[config.mk]
export PLATFORM = sky130hd
export DESIGN_NAME = display_brightness_averager_core
export DESIGN_NICKNAME = d
export VERILOG_FILES = /design/src/rtl/dba_pkg.sv /design/src/rtl/dba_window.sv /design/src/rtl/display_brightness_averager_core.sv
export SDC_FILE = /design/constraint.sdc
export NUM_CORES = 1
export LEC_CHECK = 0
export BUFFER_PORTS_ARGS = -buffer_cell sky130_fd_sc_hd__buf_2
export CAP_MARGIN = 30
export CORE_ASPECT_RATIO = 1.25
export CORE_MARGIN = 4
export CORE_UTILIZATION = 60
export DETAILED_ROUTE_END_ITERATION = 12
export MAX_ROUTING_LAYER = met4
export PLACE_DENSITY_LB_ADDON = 0.12
export SKIP_CTS_REPAIR_TIMING = 1
export SYNTH_ARGS = -nofsm -noshare
export SYNTH_HDL_FRONTEND = slang
export SYNTH_SLANG_ARGS = --single-unit
export TNS_END_PERCENT = 20
[constraint.sdc]
create_clock -name i_clk -period 16.4 [get_ports i_clk]
set_clock_uncertainty 0.1 [all_clocks]
set_input_delay 0.82 -clock i_clk [delete_from_list [all_inputs] [get_ports i_clk]]
set_output_delay 0.82 -clock i_clk [all_outputs]
set_load 0.05 [all_outputs]
[src/rtl/dba_pkg.sv]
// Shared types, constants and target computation for the display brightness averager.
// No dependencies; imported by dba_window and display_brightness_averager_core.
`default_nettype none

package dba_pkg;

    localparam int LEVEL_W  = 10;
    localparam int SAMPLE_W = 12;
    localparam int REG_W    = 8;
    localparam int RAW_W    = 20;

    typedef logic [LEVEL_W-1:0]  t_level;
    typedef logic [SAMPLE_W-1:0] t_sample;
    typedef logic [REG_W-1:0]    t_reg;

    localparam t_level     LEVEL_FLOOR = 10'd125;
    localparam t_level     LEVEL_CEIL  = 10'd1000;
    localparam logic [5:0] MANUAL_STEP = 6'd35;

    localparam logic REG_MANUAL_LEVEL = 1'b0;
    localparam logic REG_SENSOR_GAIN  = 1'b1;

    function automatic t_level target_level(
        input t_reg    manual_level,
        input t_reg    sensor_gain,
        input t_sample sample
    );
        logic [RAW_W-1:0] prod;
        logic [RAW_W-1:0] raw;
        prod = RAW_W'(sample) * RAW_W'(sensor_gain);
        if (manual_level != '0) begin
            raw = RAW_W'(LEVEL_FLOOR) + RAW_W'(MANUAL_STEP) * RAW_W'(manual_level);
        end else begin
            raw = RAW_W'(LEVEL_FLOOR) + (prod >> 1);
        end
        if (raw > RAW_W'(LEVEL_CEIL)) begin
            raw = RAW_W'(LEVEL_CEIL);
        end
        return raw[LEVEL_W-1:0];
    endfunction

endpackage

`default_nettype wire

[src/rtl/dba_window.sv]
// Averaging window: shift line of the last DEPTH targets and their running sum.
// Depends on dba_pkg for the level type.
`default_nettype none

module dba_window
    import dba_pkg::*;
#(
    parameter int DEPTH   = 20,
    parameter int TOTAL_W = 15
) (
    input  wire logic               i_clk,
    input  wire logic               i_rst_n,
    input  wire logic               i_shift_en,
    input  wire t_level             i_target,
    output logic [TOTAL_W-1:0]      o_total
);

    t_level              r_taps [DEPTH];
    logic [TOTAL_W-1:0]  r_total;
    logic [TOTAL_W-1:0]  n_total;

    assign n_total = r_total - TOTAL_W'(r_taps[DEPTH-1]) + TOTAL_W'(i_target);

    always_ff @(posedge i_clk) begin
        if (!i_rst_n) begin
            for (int i = 0; i < DEPTH; i++) begin
                r_taps[i] <= '0;
            end
            r_total <= '0;
        end else if (i_shift_en) begin
            r_taps[0] <= i_target;
            for (int i = 1; i < DEPTH; i++) begin
                r_taps[i] <= r_taps[i-1];
            end
            r_total <= n_total;
        end
    end

    assign o_total = r_total;

endmodule

`default_nettype wire

[src/rtl/display_brightness_averager_core.sv]
// Display brightness averager: clamped brightness target, moving average over a window.
// Four register stages lie between input accept and o_out_valid: input, target, window, output.
// Throughput: one item per cycle; stall propagates back through the four stages.
// Reset (synchronous, active low) clears the window and sum, empties all stages,
// and sets manual_level to 0 and sensor_gain to 1. Depends on dba_pkg and dba_window.
`default_nettype none

module display_brightness_averager_core
    import dba_pkg::*;
#(
    parameter int WINDOW_DEPTH = 20
) (
    input  wire logic          i_clk,
    input  wire logic          i_rst_n,
    input  wire logic          i_in_valid,
    output logic               o_in_stall,
    input  wire logic [11:0]   i_light_sample,
    output logic               o_out_valid,
    input  wire logic          i_out_stall,
    output logic [9:0]         o_pwm_duty,
    input  wire logic          i_cfg_wr_en,
    input  wire logic          i_cfg_index,
    input  wire logic [7:0]    i_cfg_data
);

    localparam int TOTAL_W = $clog2(1000 * WINDOW_DEPTH + 1);
    localparam int SHIFT   = TOTAL_W + $clog2(WINDOW_DEPTH);
    localparam longint unsigned RECIP =
        ((64'd1 << SHIFT) + WINDOW_DEPTH - 1) / WINDOW_DEPTH;
    localparam int RECIP_W = SHIFT + 1;
    localparam int PROD_W  = TOTAL_W + RECIP_W;

    t_reg    r_manual_level;
    t_reg    r_sensor_gain;

    logic    r_a_valid;
    t_sample r_a_sample;
    logic    r_b_valid;
    t_level  r_b_target;
    logic    r_c_valid;
    logic    r_out_valid;
    t_level  r_pwm_duty;

    logic    load_a;
    logic    load_b;
    logic    load_c;
    logic    load_d;

    logic [TOTAL_W-1:0] window_total;
    logic [PROD_W-1:0]  avg_prod;

    // config registers
    always_ff @(posedge i_clk) begin
        if (!i_rst_n) begin
            r_manual_level <= '0;
            r_sensor_gain  <= 8'd1;
        end else if (i_cfg_wr_en) begin
            unique case (i_cfg_index)
                REG_MANUAL_LEVEL: r_manual_level <= i_cfg_data;
                REG_SENSOR_GAIN:  r_sensor_gain  <= i_cfg_data;
                default: ;
            endcase
        end
    end

    // advance a stage when it is empty or the next one takes its item
    assign load_d     = !r_out_valid || !i_out_stall;
    assign load_c     = !r_c_valid || load_d;
    assign load_b     = !r_b_valid || load_c;
    assign load_a     = !r_a_valid || load_b;
    assign o_in_stall = !load_a;

    always_ff @(posedge i_clk) begin
        if (!i_rst_n) begin
            r_a_valid   <= 1'b0;
            r_b_valid   <= 1'b0;
            r_c_valid   <= 1'b0;
            r_out_valid <= 1'b0;
        end else begin
            if (load_a) begin
                r_a_valid <= i_in_valid;
            end
            if (load_b) begin
                r_b_valid <= r_a_valid;
            end
            if (load_c) begin
                r_c_valid <= r_b_valid;
            end
            if (load_d) begin
                r_out_valid <= r_c_valid;
            end
        end
    end

    always_ff @(posedge i_clk) begin
        if (load_a) begin
            r_a_sample <= i_light_sample;
        end
        if (load_b) begin
            r_b_target <= target_level(r_manual_level, r_sensor_gain, r_a_sample);
        end
        if (load_d) begin
            r_pwm_duty <= avg_prod[SHIFT +: LEVEL_W];
        end
    end

    dba_window #(
        .DEPTH   (WINDOW_DEPTH),
        .TOTAL_W (TOTAL_W)
    ) u_window (
        .i_clk      (i_clk),
        .i_rst_n    (i_rst_n),
        .i_shift_en (load_c && r_b_valid),
        .i_target   (r_b_target),
        .o_total    (window_total)
    );

    // floor(total / depth) by reciprocal multiply
    assign avg_prod = PROD_W'(window_total) * PROD_W'(RECIP_W'(RECIP));

    assign o_out_valid = r_out_valid;
    assign o_pwm_duty  = r_pwm_duty;

    a_duty_range: assert property (@(posedge i_clk) disable iff (!i_rst_n)
        r_out_valid |-> r_pwm_duty <= LEVEL_CEIL)
        else $error("pwm duty above ceiling");

    a_target_range: assert property (@(posedge i_clk) disable iff (!i_rst_n)
        r_b_valid |-> (r_b_target >= LEVEL_FLOOR && r_b_target <= LEVEL_CEIL))
        else $error("target out of clamp range");

    a_full_stall: assert property (@(posedge i_clk) disable iff (!i_rst_n)
        (r_out_valid && i_out_stall && r_a_valid && r_b_valid && r_c_valid)
            |-> o_in_stall)
        else $error("full pipeline accepted an item");

    a_reset_empty: assert property (@(posedge i_clk)
        !i_rst_n |=> !r_out_valid)
        else $error("output valid after reset");

endmodule

`default_nettype wire
Word-level counts from Yosys, hierarchy flattened

Memory sizes are Yosys's and may differ from the RTL's.
Index checks and enable logic that the tools add are counted.

Reduce and logical (&&, ||, !) cells: 14
Eq/ne operators: 0
Shifts and indexed selects: 0
Divide/modulo/power cells: 0
Add/sub/neg operators: 4
Bitwise operators: 21
Multiplexer cells: 26
Multipliers: 3
Magnitude comparators: 1

Operator list:

| cell                                                                              | count |
|---|---|
| 10-bit two-way mux                                                                | 20 |
| 20-bit two-way mux                                                                | 2 |
| 15-bit by 16-bit multiplier with 30-bit output, second input constant             | 1 |
| 7-bit by 19-bit adder with 20-bit output, first input constant                    | 1 |
| 20-bit by 10-bit greater-than comparator with 1-bit output, second input constant | 1 |
| 12-bit by 8-bit multiplier with 20-bit output                                     | 1 |
| 1-bit bitwise OR                                                                  | 20 |
| 15-bit by 10-bit adder with 15-bit output                                         | 1 |
| 7-bit by 14-bit adder with 15-bit output, first input constant                    | 1 |
| 15-bit by 10-bit subtractor with 15-bit output                                    | 1 |
| 6-bit by 8-bit multiplier with 14-bit output, first input constant                | 1 |
| 8-bit nonzero test                                                                | 1 |
| 1-bit zero test                                                                   | 6 |
| 1-bit logical OR                                                                  | 4 |
| 1-bit two-way mux                                                                 | 4 |
| 2-bit AND reduction                                                               | 2 |
| 1-bit logical AND                                                                 | 1 |
| 1-bit inverter                                                                    | 1 |

Output and inout bits: 12
Bits in writable memories: 200
Register bits: 67
Input port bits: 26
Bits in read-only memories: 0
Memories: 1
Latch bits: 0

Memory list:

| name            | depth | bits a word | read ports | clocked after memory_dff | wr ports | line             | source |
|---|---|---|---|---|---|---|---|
| u_window.r_taps | 20    | 10          | 20         | 0                        | 20       | dba_window.sv:18 | `t_level r_taps [DEPTH];` |

Depth between registers and ports, before layout

Gate-level depths: netlist of run 1.

Word-level depth: 8
Gate-level depth with buffers: 23
Gate-level depth less buffers: 21

Cells and area by module

From an unflattened synthesis of run 1, not the netlist that was laid out.

Cell total of the unflattened synthesis: 1628
Area total of the unflattened synthesis: 18469.0 sq um

By module, submodules not included:

| module                           | instances | area each (sq um) | sequential area each (sq um) | cells each |
|---|---|---|---|---|
| display_brightness_averager_core | 1         | 9581.7            | 1361.3                       | 1001 |
| dba_window                       | 1         | 8887.3            | 6306.0                       | 627 |

Worst setup path after synthesis of run 1

No wires, ideal clock.

Path kind: input-to-reg
From: input i_out_stall
To: register u_window.r_total[4], in the netlist u_window.o_total[4]
Data required time: 15.879 ns
Slack: 8.644 ns
Arrival time: 7.235 ns
Cell stages on the path: 5
Path through: nand3_1 -> a21boi_0 -> inv_1 -> buf_1 -> o32ai_1

Cells in the longest elaborated chain, start to end: 4

RTL lines:

| what                 | line                                    | source |
|---|---|---|
| from (decl)          | display_brightness_averager_core.sv:19  | `input wire logic i_out_stall,` |
| 1-bit zero test      | display_brightness_averager_core.sv:67  | `assign load_d = !r_out_valid \|\| !i_out_stall;` |
| 1-bit logical OR     | display_brightness_averager_core.sv:67  |  |
| 1-bit logical OR     | display_brightness_averager_core.sv:68  | `assign load_c = !r_c_valid \|\| load_d;` |
| 1-bit logical AND    | display_brightness_averager_core.sv:113 | `.i_shift_en (load_c && r_b_valid),` |
| to (signal assigned) | dba_window.sv:35                        | `r_total <= n_total;` |
| to (decl)            | dba_window.sv:19                        | `logic [TOTAL_W-1:0] r_total;` |

No other way between the ends.
A chain may end at the register's enable or synchronous reset.

Worst setup path after layout of run 1

From: register r_sensor_gain[5]
To: register r_b_target[5], data pin

Cells in the longest elaborated chain, start to end: 5

RTL lines:

| what                                                       | line                                    | source |
|---|---|---|
| from (decl)                                                | display_brightness_averager_core.sv:34  | `t_reg r_sensor_gain;` |
| from (signal assigned)                                     | display_brightness_averager_core.sv:60  | `REG_SENSOR_GAIN: r_sensor_gain <= i_cfg_data;` |
| 12-bit by 8-bit multiplier with 20-bit output *            | dba_pkg.sv:30                           | `prod = RAW_W'(sample) * RAW_W'(sensor_gain);` |
| 7-bit by 19-bit adder with 20-bit output *                 | dba_pkg.sv:34                           | `raw = RAW_W'(LEVEL_FLOOR) + (prod >> 1);` |
| 20-bit two-way mux *                                       | dba_pkg.sv:31                           | `if (manual_level != '0) begin` |
| 20-bit two-way mux *                                       | display_brightness_averager_core.sv:99  | `if (load_b) begin` |
| 20-bit by 10-bit greater-than comparator with 1-bit output | dba_pkg.sv:36                           | `if (raw > RAW_W'(LEVEL_CEIL)) begin` |
| to (signal assigned)                                       | display_brightness_averager_core.sv:100 | `r_b_target <= target_level(r_manual_level, r_sensor_gain, r_a_sample);` |
| to (decl)                                                  | display_brightness_averager_core.sv:39  | `t_level r_b_target;` |

Every way passes the cells marked *; elsewhere a longest branch is shown, timed or not. The select of a mux whose other input is x is not followed.

==> results by group, run 1 <==
Status
  – Status: finished clean

Final layout
  – Fin util: 0.662
  – Most common cell after layout, fill and taps aside: and2_1
  – Area growth syn-to-layout: 8.07%
  – # diodes: 0
  – Fillers: 2316
  – Final net count: 2020
  – Layout cells sized above 1: 0.0688
  – Commonest cells after routing, fill and taps aside: and2_1, inv_1, edfxtp_1

Route
  – Iteration-0 DRC Markers: 556
  – Drt drc: 0
  – Via count: 11200
  – Post-DRT Antenna Nets: 0
  – Routed WL: 32700 µm
  – DR WL/cell: 15.7 µm
  – Via density: 5.36
  – First drt pass iteration count: 5

Synthesis
  – Post-synth ARST share: 0
  – EDFF count, synth: 232
  – Syn Nets: 1998
  – Dominant cell type by area after synthesis: edfxtp_1
  – Main synth FF type: edfxtp_1
  – Syn avg cell area: 11.3 µm²
  – Post-synth top area share: 0.375
  – Post-synthesis cell count: 1642
  – Synth warn: 0
  – Top post-synthesis cells by area: edfxtp_1, fa_1, ha_1, and2_1, inv_1
  – Sequential fraction of the synthesis area: 0.413
  – Seq cells post-synth: 267
  – Post-synthesis cell type count: 77
  – Post-Syn Area: 18600 µm²

STA
  – Setup TNS: 0 ns
  – Final Max Slew Viols: 0
  – Max-slew headroom: 0.388
  – Min Clock Period, post-route: 6.48 ns
  – Slew at the pin closest to its max-slew limit: 0.919 ns
  – F_max: 0.154 GHz
  – Fraction of the cycle the final worst path needs: 0.395
  – Final setup fails: 0
  – Fin. Hold Viols: 0
  – Unrepaired setup endpoints after global routing: no

Setup path
  – Worst Setup SP: r_sensor_gain[5]
  – Crit-path max FO: 13
  – Critical path class: flip-flop to flip-flop
  – Worst Path Required: 16.61 ns
  – Worst R2R End: r_b_target[5]
  – Arrival time worst endpoint: 6.69 ns
  – Critical Path Source Type: flip-flop
  – RR Startpoint: r_sensor_gain[5]
  – R2r setup slk: 9.92 ns
  – R2r worst-path depth: 18
  – Critical Path End: r_b_target[5]
  – CP endpoint kind: flip-flop

Floorplanning
  – Die area: 33800 µm²
  – Core Area: 30300 µm²
  – Row count: 71
  – Initial Utilization: 0.613
  – Die Y: 205 µm
  – I/O Pins: 38
  – Die width: 165 µm

Pwr
  – LEAKAGE: 0.00938 µW
  – Power Dens Cells: 124 nW/µm²
  – Peak VDD IR: 0.0000877 V

Global route
  – First-pass GRT wire length: 56200 µm
  – Vias in the first global route: 11800
  – Total congestion overflow: 0
  – Largest net degree at the start of global routing: 133
  – Antenna violations before repair: 0
  – Gr usage total: 0.210

CTS
  – CTS clock-pin slew for the worst setup and hold paths: 0.06 ns
  – Root buf cell: clkbuf_16
  – Max Root-Sink Buffers: 3
  – Clock latency on the worst-skew pair: 0.56 ns
  – H-tree levels: 1
  – Total CTS buffers: 28
  – TritonCTS clock tree: yes
  – CTS sink cnt: 267

Placed design
  – Number of I/O port buffers: 37
  – Placed wire-length estimate: 24100 µm
  – GP Congestion: 0.884

Min path
  – Worst min path class: primary input to flip-flop

Run
  – Max_cap viols: 0
-- sequential cells by signal, indices dropped and copies added, names as in the netlist --
name and flops:
o_out_valid 1, o_pwm_duty 10, r_a_sample 12, r_a_valid 1, r_b_target 10, r_b_valid 1, r_c_valid 1, r_manual_level 8
r_sensor_gain 8, u_window.o_total 15, u_window.r_taps 200
-- critical path: stages (launching register included) --
cell,delay [ns]
dfxtp_1,0.63
and2_1,0.22
fa_1,0.44
fa_1,0.53
fa_1,0.54
inv_1,0.06
fa_1,0.54
inv_1,0.04
ha_1,0.49
nand3_1,0.15
or4_4,0.54
a311oi_1,0.37
nor2_1,0.09
xor2_1,0.39
o31a_2,0.19
o2111ai_1,0.15
o31ai_4,0.34
nand3_2,0.17
or2_1,0.24
-- cell type report --
type,instances,area [µm²],share of cell area
clock buffer,32,729,0.0364
timing repair buffer,41,215,0.0107
inverter,256,968,0.0483
multi-input combinational,1070,9720,0.484
sequential,267,7670,0.382
tap,401,502,0.0250
clock inverter,20,265,0.0132
-- through the flow --
stage	hold slack [ns]	instance area, µm²	cells	total power [µW]	setup slack (ns)
6_report	0.338	20100	2087	2490	9.92
5_1_grt	0.319	20100	2087	2710	9.51
4_1_cts	0.310	20100	2087	2520	9.93
3_5_place_dp	0.396	19100	2035	1830	9.98
3_3_place_gp	0.382	19100	2035	1810	10.12
2_1_floorplan	0.359	18600	1642	1630	8.64
-- cell families (layout without fill, tap and decap cells) --
family	after synthesis	after routing	synth area share
mux	12	12	0.00654
simple gates	501	501	0.152
xor+xnor	42	42	0.0198
buf+inv	305	349	0.0639
fa+ha+maj	330	330	0.277
flops	267	267	0.413
compound gates	185	185	0.0672
-- per-layer routing --
layer | global-route usage | vias up | part of all wire
li1 | - | 5519 | -
met1 | 0.260 | 5471 | 0.43
met2 | 0.363 | 143 | 0.51
met3 | 0.0252 | 60 | 0.029
met4 | 0.0660 | 0 | 0.030
met5 | - | - | 0
-- how the worst min path moves through the flow --
stage | start | end | cells past startpoint
final | i_light_sample[5] | r_a_sample[5] | 1
after global placement | r_a_valid | r_b_valid | 2
after global routing | i_light_sample[1] | r_a_sample[1] | 1
after floorplan | r_a_valid | r_b_valid | 2
after detailed placement | r_a_valid | r_b_valid | 2
after CTS | i_light_sample[0] | r_a_sample[0] | 1
-- power by group --
part	switching, µW	leakage [µW]	internal, µW
logic	575	0.00616	403
clock network	272	0.000487	402
registers	31.2	0.00273	806
-- synth_stat cells, types with 3 or more instances --
cell type  count
dfxtp_1       35
nand2b_1       3
nor2b_1       15
or3_1          5
xor2_1        16
nand3_1       28
o211ai_1       8
a2111oi_0      3
nand4_1        3
clkbuf_1      39
and3_1        10
a21boi_0       9
a21oi_1       44
nand3b_1       4
buf_1          3
nand4b_1       3
and2_1       256
o21a_1         9
nor2_1        55
xnor2_1       26
ha_1         194
o21ai_0       39
or2_2          4
inv_1        256
clkbuf_8       3
nand2_1       70
fa_1         136
nor3b_1        4
a31oi_1        6
a211oi_1       9
a21o_1        12
o22ai_1       11
nor3_1        24
nor4_1         3
edfxtp_1     232
mux2i_1       11
o2111ai_1      3
Power figures use the tool's default switching activity.
==> inputs of run 2 (changes only) <==
--- a/config.mk
+++ b/config.mk
@@ -9,7 +9,7 @@
 export CAP_MARGIN = 30
 export CORE_ASPECT_RATIO = 1.25
 export CORE_MARGIN = 4
-export CORE_UTILIZATION = 60
+export CORE_UTILIZATION = 58
 export DETAILED_ROUTE_END_ITERATION = 12
 export MAX_ROUTING_LAYER = met4
 export PLACE_DENSITY_LB_ADDON = 0.12
==> constraint.sdc (replaced) <==
create_clock -name i_clk -period 5.2 [get_ports i_clk]
set_clock_uncertainty 0.1 [all_clocks]
set_input_delay 0.26 -clock i_clk [delete_from_list [all_inputs] [get_ports i_clk]]
set_output_delay 0.26 -clock i_clk [all_outputs]
set_load 0.05 [all_outputs]
==> run 2 against run 1 <==
The flow now finishes with violations (negative setup slack); wire length grew 7.3%; fmax grew 10%; cell count grew 9.7%; combinational power grew to 3.7 times the previous value; via count grew 6.8%; largest cell class unchanged; largest power group unchanged.
==> results by group, run 2 (same netlist as run 1, synthesis figures left out) <==
Status
  – Status: finished, violations left
  – Failing checks: negative setup slack

Final layout
  – Area growth syn-to-layout: 17.4%
  – Reg with most FFs: u_window.r_taps
  – Most common cell after layout, fill and taps aside: and2_1
  – Multi-input combinational cell area: 9990 µm²
  – Layout cells sized above 1: 0.173
  – Flip-flop and latch area: 7670 µm²
  – Fin area: 21800 µm²
  – Final net count: 2214
  – Max reg flops: 200
  – Commonest cells after routing, fill and taps aside: and2_1, inv_1, edfxtp_1
  – Fillers: 2385
  – # diodes: 0
  – Final cell count without fillers: 2289

Setup path
  – CP max-delay cell: or4_4
  – Crit path buf inv count: 5
  – Arrival time worst endpoint: 6.13 ns
  – Critical Path Most Common Cell: fa_1
  – Critical path class: flip-flop to flip-flop
  – Worst Path Required: 5.43 ns
  – R2r setup slk: -0.69 ns
  – Critical Path Source Type: flip-flop
  – CP max stage delay: 0.60 ns
  – Crit-path max FO: 6
  – Crit path max-delay family: adder cells
  – CP endpoint kind: flip-flop
  – CP Cell Sequence: buf_6, nand2_4, fa_1, fa_1, inv_2, fa_1, inv_1, fa_1, inv_2, ha_4, o211ai_1, or4_4, a311oi_4, nor2_2, xor2_1, buf_4, nor4_4, mux2i_2, o31ai_4, nand3_2, or2_1

CTS
  – H-tree levels: 1
  – Clock latency on the worst-skew pair: 0.57 ns
  – CTS clock-pin slew for the worst setup and hold paths: 0.06 ns
  – TritonCTS clock tree: yes
  – CTS sink cnt: 267
  – Root buf cell: clkbuf_16
  – Max Root-Sink Buffers: 3
  – Total CTS buffers: 28

Floorplanning
  – Die width: 168 µm
  – Die area: 35000 µm²
  – Initial Utilization: 0.586
  – Row count: 73
  – Die Y: 208 µm
  – Core Area: 31700 µm²
  – I/O Pins: 38

Placed design
  – Worst slack, placed: -0.839 ns
  – Placed cells: 2202
  – Number of I/O port buffers: 37
  – GP Congestion: 0.874
  – Placed cell areas: 20300 µm²
  – Placed wire-length estimate: 25800 µm

Run
  – Max_cap viols: 0

Route
  – Iteration-0 DRC Markers: 529
  – First drt pass iteration count: 4
  – Post-DRT Antenna Nets: 0
  – Drt drc: 0
  – Via count: 12000
  – Via density: 5.22
  – DR WL/cell: 15.3 µm
  – Routed WL: 35100 µm

STA
  – Slew at the pin closest to its max-slew limit: 1.09 ns
  – Final Max Slew Viols: 0
  – Unrepaired setup endpoints after global routing: yes
  – Min Clock Period, post-route: 5.89 ns
  – Final setup fails: 16
  – Max-slew headroom: 0.271
  – Fin. Hold Viols: 0
  – PnR worst setup slack: -0.695 ns
  – F_max: 0.170 GHz
  – Fraction of the cycle the final worst path needs: 1.13

Global route
  – Total congestion overflow: 0
  – Antenna violations before repair: 0
  – Largest net degree at the start of global routing: 146
  – Vias in the first global route: 12400
  – Gr usage total: 0.206
  – First-pass GRT wire length: 58200 µm

Pwr
  – Peak VDD IR: 0.000358 V
  – Power after layout: 8110 µW
  – Power Dens Cells: 372 nW/µm²
  – LEAKAGE: 0.0103 µW

Min path
  – Worst min path class: primary input to flip-flop
==> run 2: cell count changes in the layout (fill, tap and decap cells not counted), moves of 8 or more <==
cell,previous run,this run
buf_4,4,163
buf_6,0,8
dlygate4sd3_1,0,26
ha_1,194,186
ha_4,0,8
==> run 2: worst paths after layout <==
path,startpoint,to,cells after the start
min,i_rst_n,r_sensor_gain[0],2
min reg2reg,u_window.r_taps[7][12],u_window.r_taps[8][2],1
max reg2reg,r_a_sample[5],r_b_target[5],21
max,r_a_sample[5],r_b_target[5],21
==> run 2: cell type report <==
class,instances,share of cell area
multi-input combinational,1070,0.458
clock inverter,16,0.00683
tap,412,0.0236
timing repair buffer,235,0.0820
sequential,267,0.352
inverter,256,0.0444
clock buffer,33,0.0330
==> run 2: routing by layer <==
metal	GRT usage	share of wire	vias up	wire length, µm
li1	-	-	5921	-
met3	0.0234	0.024	70	839
met4	0.0641	0.030	0	1060
met2	0.360	0.52	137	18400
met5	-	0	-	0
met1	0.252	0.42	5826	14800
==> run 2: worst reg2reg max path, delay by kind of cell, from the launching register on <==
| kind | cells | cell delay, ns |
|---|---|---|
| fa+ha+maj | 5 | 2.25 |
| compound gates | 3 | 0.60 |
| buf+inv | 5 | 0.47 |
| simple gates | 6 | 1.45 |
| xor+xnor | 1 | 0.17 |
| mux | 1 | 0.13 |
| flops | 1 | 0.49 |
==> run 2: metrics by stage <==
stage / hold slack (ns) / utilization / TNS, ns
floorplan: 0.259 / - / -6.59
CTS: -0.276 / 0.667 / -11.61
global route: 0.171 / 0.688 / -11.01
global placement: 0.336 / 0.639 / -9.43
detailed placement: 0.338 / 0.640 / -11.17
finish: 0.141 / 0.688 / -7.09
==> run 2: power by group <==
part / internal, µW / switching, µW / leakage, µW / total [µW]
Sequential: 2540 / 70.8 / 0.00273 / 2610
Combinational: 1640 / 1970 / 0.00714 / 3610
Clock: 1050 / 842 / 0.000417 / 1890
==> inputs of run 3 (changes only) <==
--- a/config.mk
+++ b/config.mk
@@ -5,12 +5,13 @@
 export SDC_FILE = /design/constraint.sdc
 export NUM_CORES = 1
 export LEC_CHECK = 0
-export BUFFER_PORTS_ARGS = -buffer_cell sky130_fd_sc_hd__buf_2
 export CAP_MARGIN = 30
 export CORE_ASPECT_RATIO = 1.25
 export CORE_MARGIN = 4
-export CORE_UTILIZATION = 58
+export CORE_UTILIZATION = 60
 export DETAILED_ROUTE_END_ITERATION = 12
+export DONT_BUFFER_PORTS = 1
+export GPL_TIMING_DRIVEN = 0
 export MAX_ROUTING_LAYER = met4
 export PLACE_DENSITY_LB_ADDON = 0.12
 export SKIP_CTS_REPAIR_TIMING = 1
==> constraint.sdc (replaced) <==
create_clock -name i_clk -period 6 [get_ports i_clk]
set_clock_uncertainty 0.1 [all_clocks]
set_input_delay 0.3 -clock i_clk [delete_from_list [all_inputs] [get_ports i_clk]]
set_output_delay 0.3 -clock i_clk [all_outputs]
set_load 0.05 [all_outputs]
==> run 3 against run 2 <==
The flow now finishes without violations; flip-flop and latch count did not move; cell count fell by 5.9%; die area fell by 3.2%.
==> results by group, run 3 (same netlist as run 1, synthesis figures left out) <==
Route
  – Routed WL: 35100 µm
  – Via count: 11600
  – DR WL/cell: 16.3 µm
  – Routed met2 length: 18600 µm
  – Post-DRT Antenna Nets: 0
  – First drt pass iteration count: 5
  – WL met3: 818 µm
  – Iteration-0 DRC Markers: 606
  – Met1 WL: 14700 µm
  – Drt drc: 0
  – Via density: 5.39
  – Highest metal used: met4

STA
  – Slew at the pin closest to its max-slew limit: 0.769 ns
  – Fraction of the cycle the final worst path needs: 0.997
  – F_max: 0.167 GHz
  – Unrepaired setup endpoints after global routing: yes
  – Final setup fails: 0
  – Fin. Hold Viols: 0
  – Hold_ws: 0.0361 ns
  – Setup TNS: 0 ns
  – Max-slew headroom: 0.486
  – Final Max Slew Viols: 0
  – Min Clock Period, post-route: 5.98 ns

Floorplanning
  – Die area: 33800 µm²
  – Initial Utilization: 0.613
  – Row count: 71
  – I/O Pins: 38
  – Die Y: 205 µm
  – Core Area: 30300 µm²
  – Die width: 165 µm

Setup path
  – R2r worst-path depth: 24
  – Worst Setup SP: r_a_sample[6]
  – CP max stage delay: 0.56 ns
  – Critical Path Source Type: flip-flop
  – Critical Path End: r_b_target[0]
  – Critical path class: flip-flop to flip-flop
  – CP Cell Sequence: buf_6, buf_6, nand2_4, fa_1, inv_2, fa_1, fa_1, inv_2, fa_1, inv_2, ha_4, buf_6, o211ai_1, or4_4, a311oi_4, nor2_2, xor2_2, buf_4, nor4_4, mux2i_2, o31ai_4, nand3_2, buf_6, a211oi_2
  – Arrival time worst endpoint: 6.27 ns
  – Worst Path Required: 6.29 ns
  – R2r setup slk: 0.02 ns
  – CP endpoint kind: flip-flop
  – Crit-path max FO: 5
  – Worst R2R End: r_b_target[0]
  – RR Startpoint: r_a_sample[6]
  – CP max-delay cell: fa_1

Final layout
  – Max reg flops: 200
  – Area growth syn-to-layout: 12.1%
  – Most common cell after layout, fill and taps aside: and2_1
  – Final net count: 2088
  – Fin area: 20800 µm²
  – Fin util: 0.687
  – Layout cells sized above 1: 0.100
  – Commonest cells after routing, fill and taps aside: and2_1, inv_1, edfxtp_1
  – Final cell count without fillers: 2155
  – # diodes: 0
  – Fillers: 2254
  – Reg with most FFs: u_window.r_taps

Placed design
  – GP Congestion: 0.866
  – Placed cells: 2044
  – Placed cell areas: 19100 µm²
  – Number of I/O port buffers: 0
  – Placed wire-length estimate: 26200 µm

CTS
  – CTS clock-pin slew for the worst setup and hold paths: 0.06 ns
  – TritonCTS clock tree: yes
  – CTS sink cnt: 267
  – Total CTS buffers: 28
  – Max Root-Sink Buffers: 3
  – Root buf cell: clkbuf_16
  – H-tree levels: 1
  – Clock latency on the worst-skew pair: 0.56 ns

Pwr
  – Peak VDD IR: 0.000220 V
  – Power Dens Cells: 327 nW/µm²
  – LEAKAGE: 0.00960 µW

Global route
  – Total congestion overflow: 0
  – Largest net degree at the start of global routing: 107
  – Vias in the first global route: 12000
  – Gr usage total: 0.218
  – First-pass GRT wire length: 57700 µm
  – Antenna violations before repair: 0

Min path
  – Worst min path class: primary input to flip-flop
  – HP Start: i_rst_n

Status
  – Status: finished clean

Run
  – Max_cap viols: 0
[run 3: how the worst min path moves through the flow]
stage,endpoint,slack [ns],cells after the start
after floorplan,r_a_sample[0],0.30,0
after global placement,r_a_sample[10],0.30,0
after detailed placement,r_a_sample[1],0.30,0
after CTS,r_a_sample[5],-0.28,0
after global routing,r_sensor_gain[5],0.06,2
final,r_sensor_gain[2],0.04,2
[run 3: where the power goes]
part	switching (µW)	internal (µW)
sequential	178	2210
combinational	1560	1200
clock	719	947
[run 3: worst max-delay path: cells and delay by family, from the launching register on]
kind / cells / cell delay [ns]
AO/OA/AOI/OAI: 4 / 0.95
XOR/XNOR: 1 / 0.16
adder cells (fa/ha/maj): 5 / 2.33
buffers and inverters: 8 / 0.77
flip-flops: 1 / 0.38
multiplexers: 1 / 0.12
AND/OR/NAND/NOR: 5 / 0.99
[run 3: layout make-up]
cell class | count | area, µm² | area share
timing repair buffer | 61 | 552 | 0.0265
inverter | 256 | 961 | 0.0462
multi-input combinational | 1070 | 9930 | 0.477
buffer | 48 | 295 | 0.0142
tap | 401 | 502 | 0.0241
clock inverter | 22 | 191 | 0.00919
sequential | 267 | 7680 | 0.369
clock buffer | 30 | 708 | 0.0340
[run 3: stage by stage]
stage                     power [µW]  worst slack [ns]
after CTS                       6730            -0.636
after global routing            7390            -0.155
after floorplan                 4460             0.147
final                           6810            0.0205
after detailed placement        5030            -0.617
after global placement          4950            -0.585
[run 3: layer usage]
layer / track usage / up-vias
li1: - / 5669
met5: - / -
met4: 0.0625 / 0
met3: 0.0203 / 56
met2: 0.386 / 130
met1: 0.267 / 5756
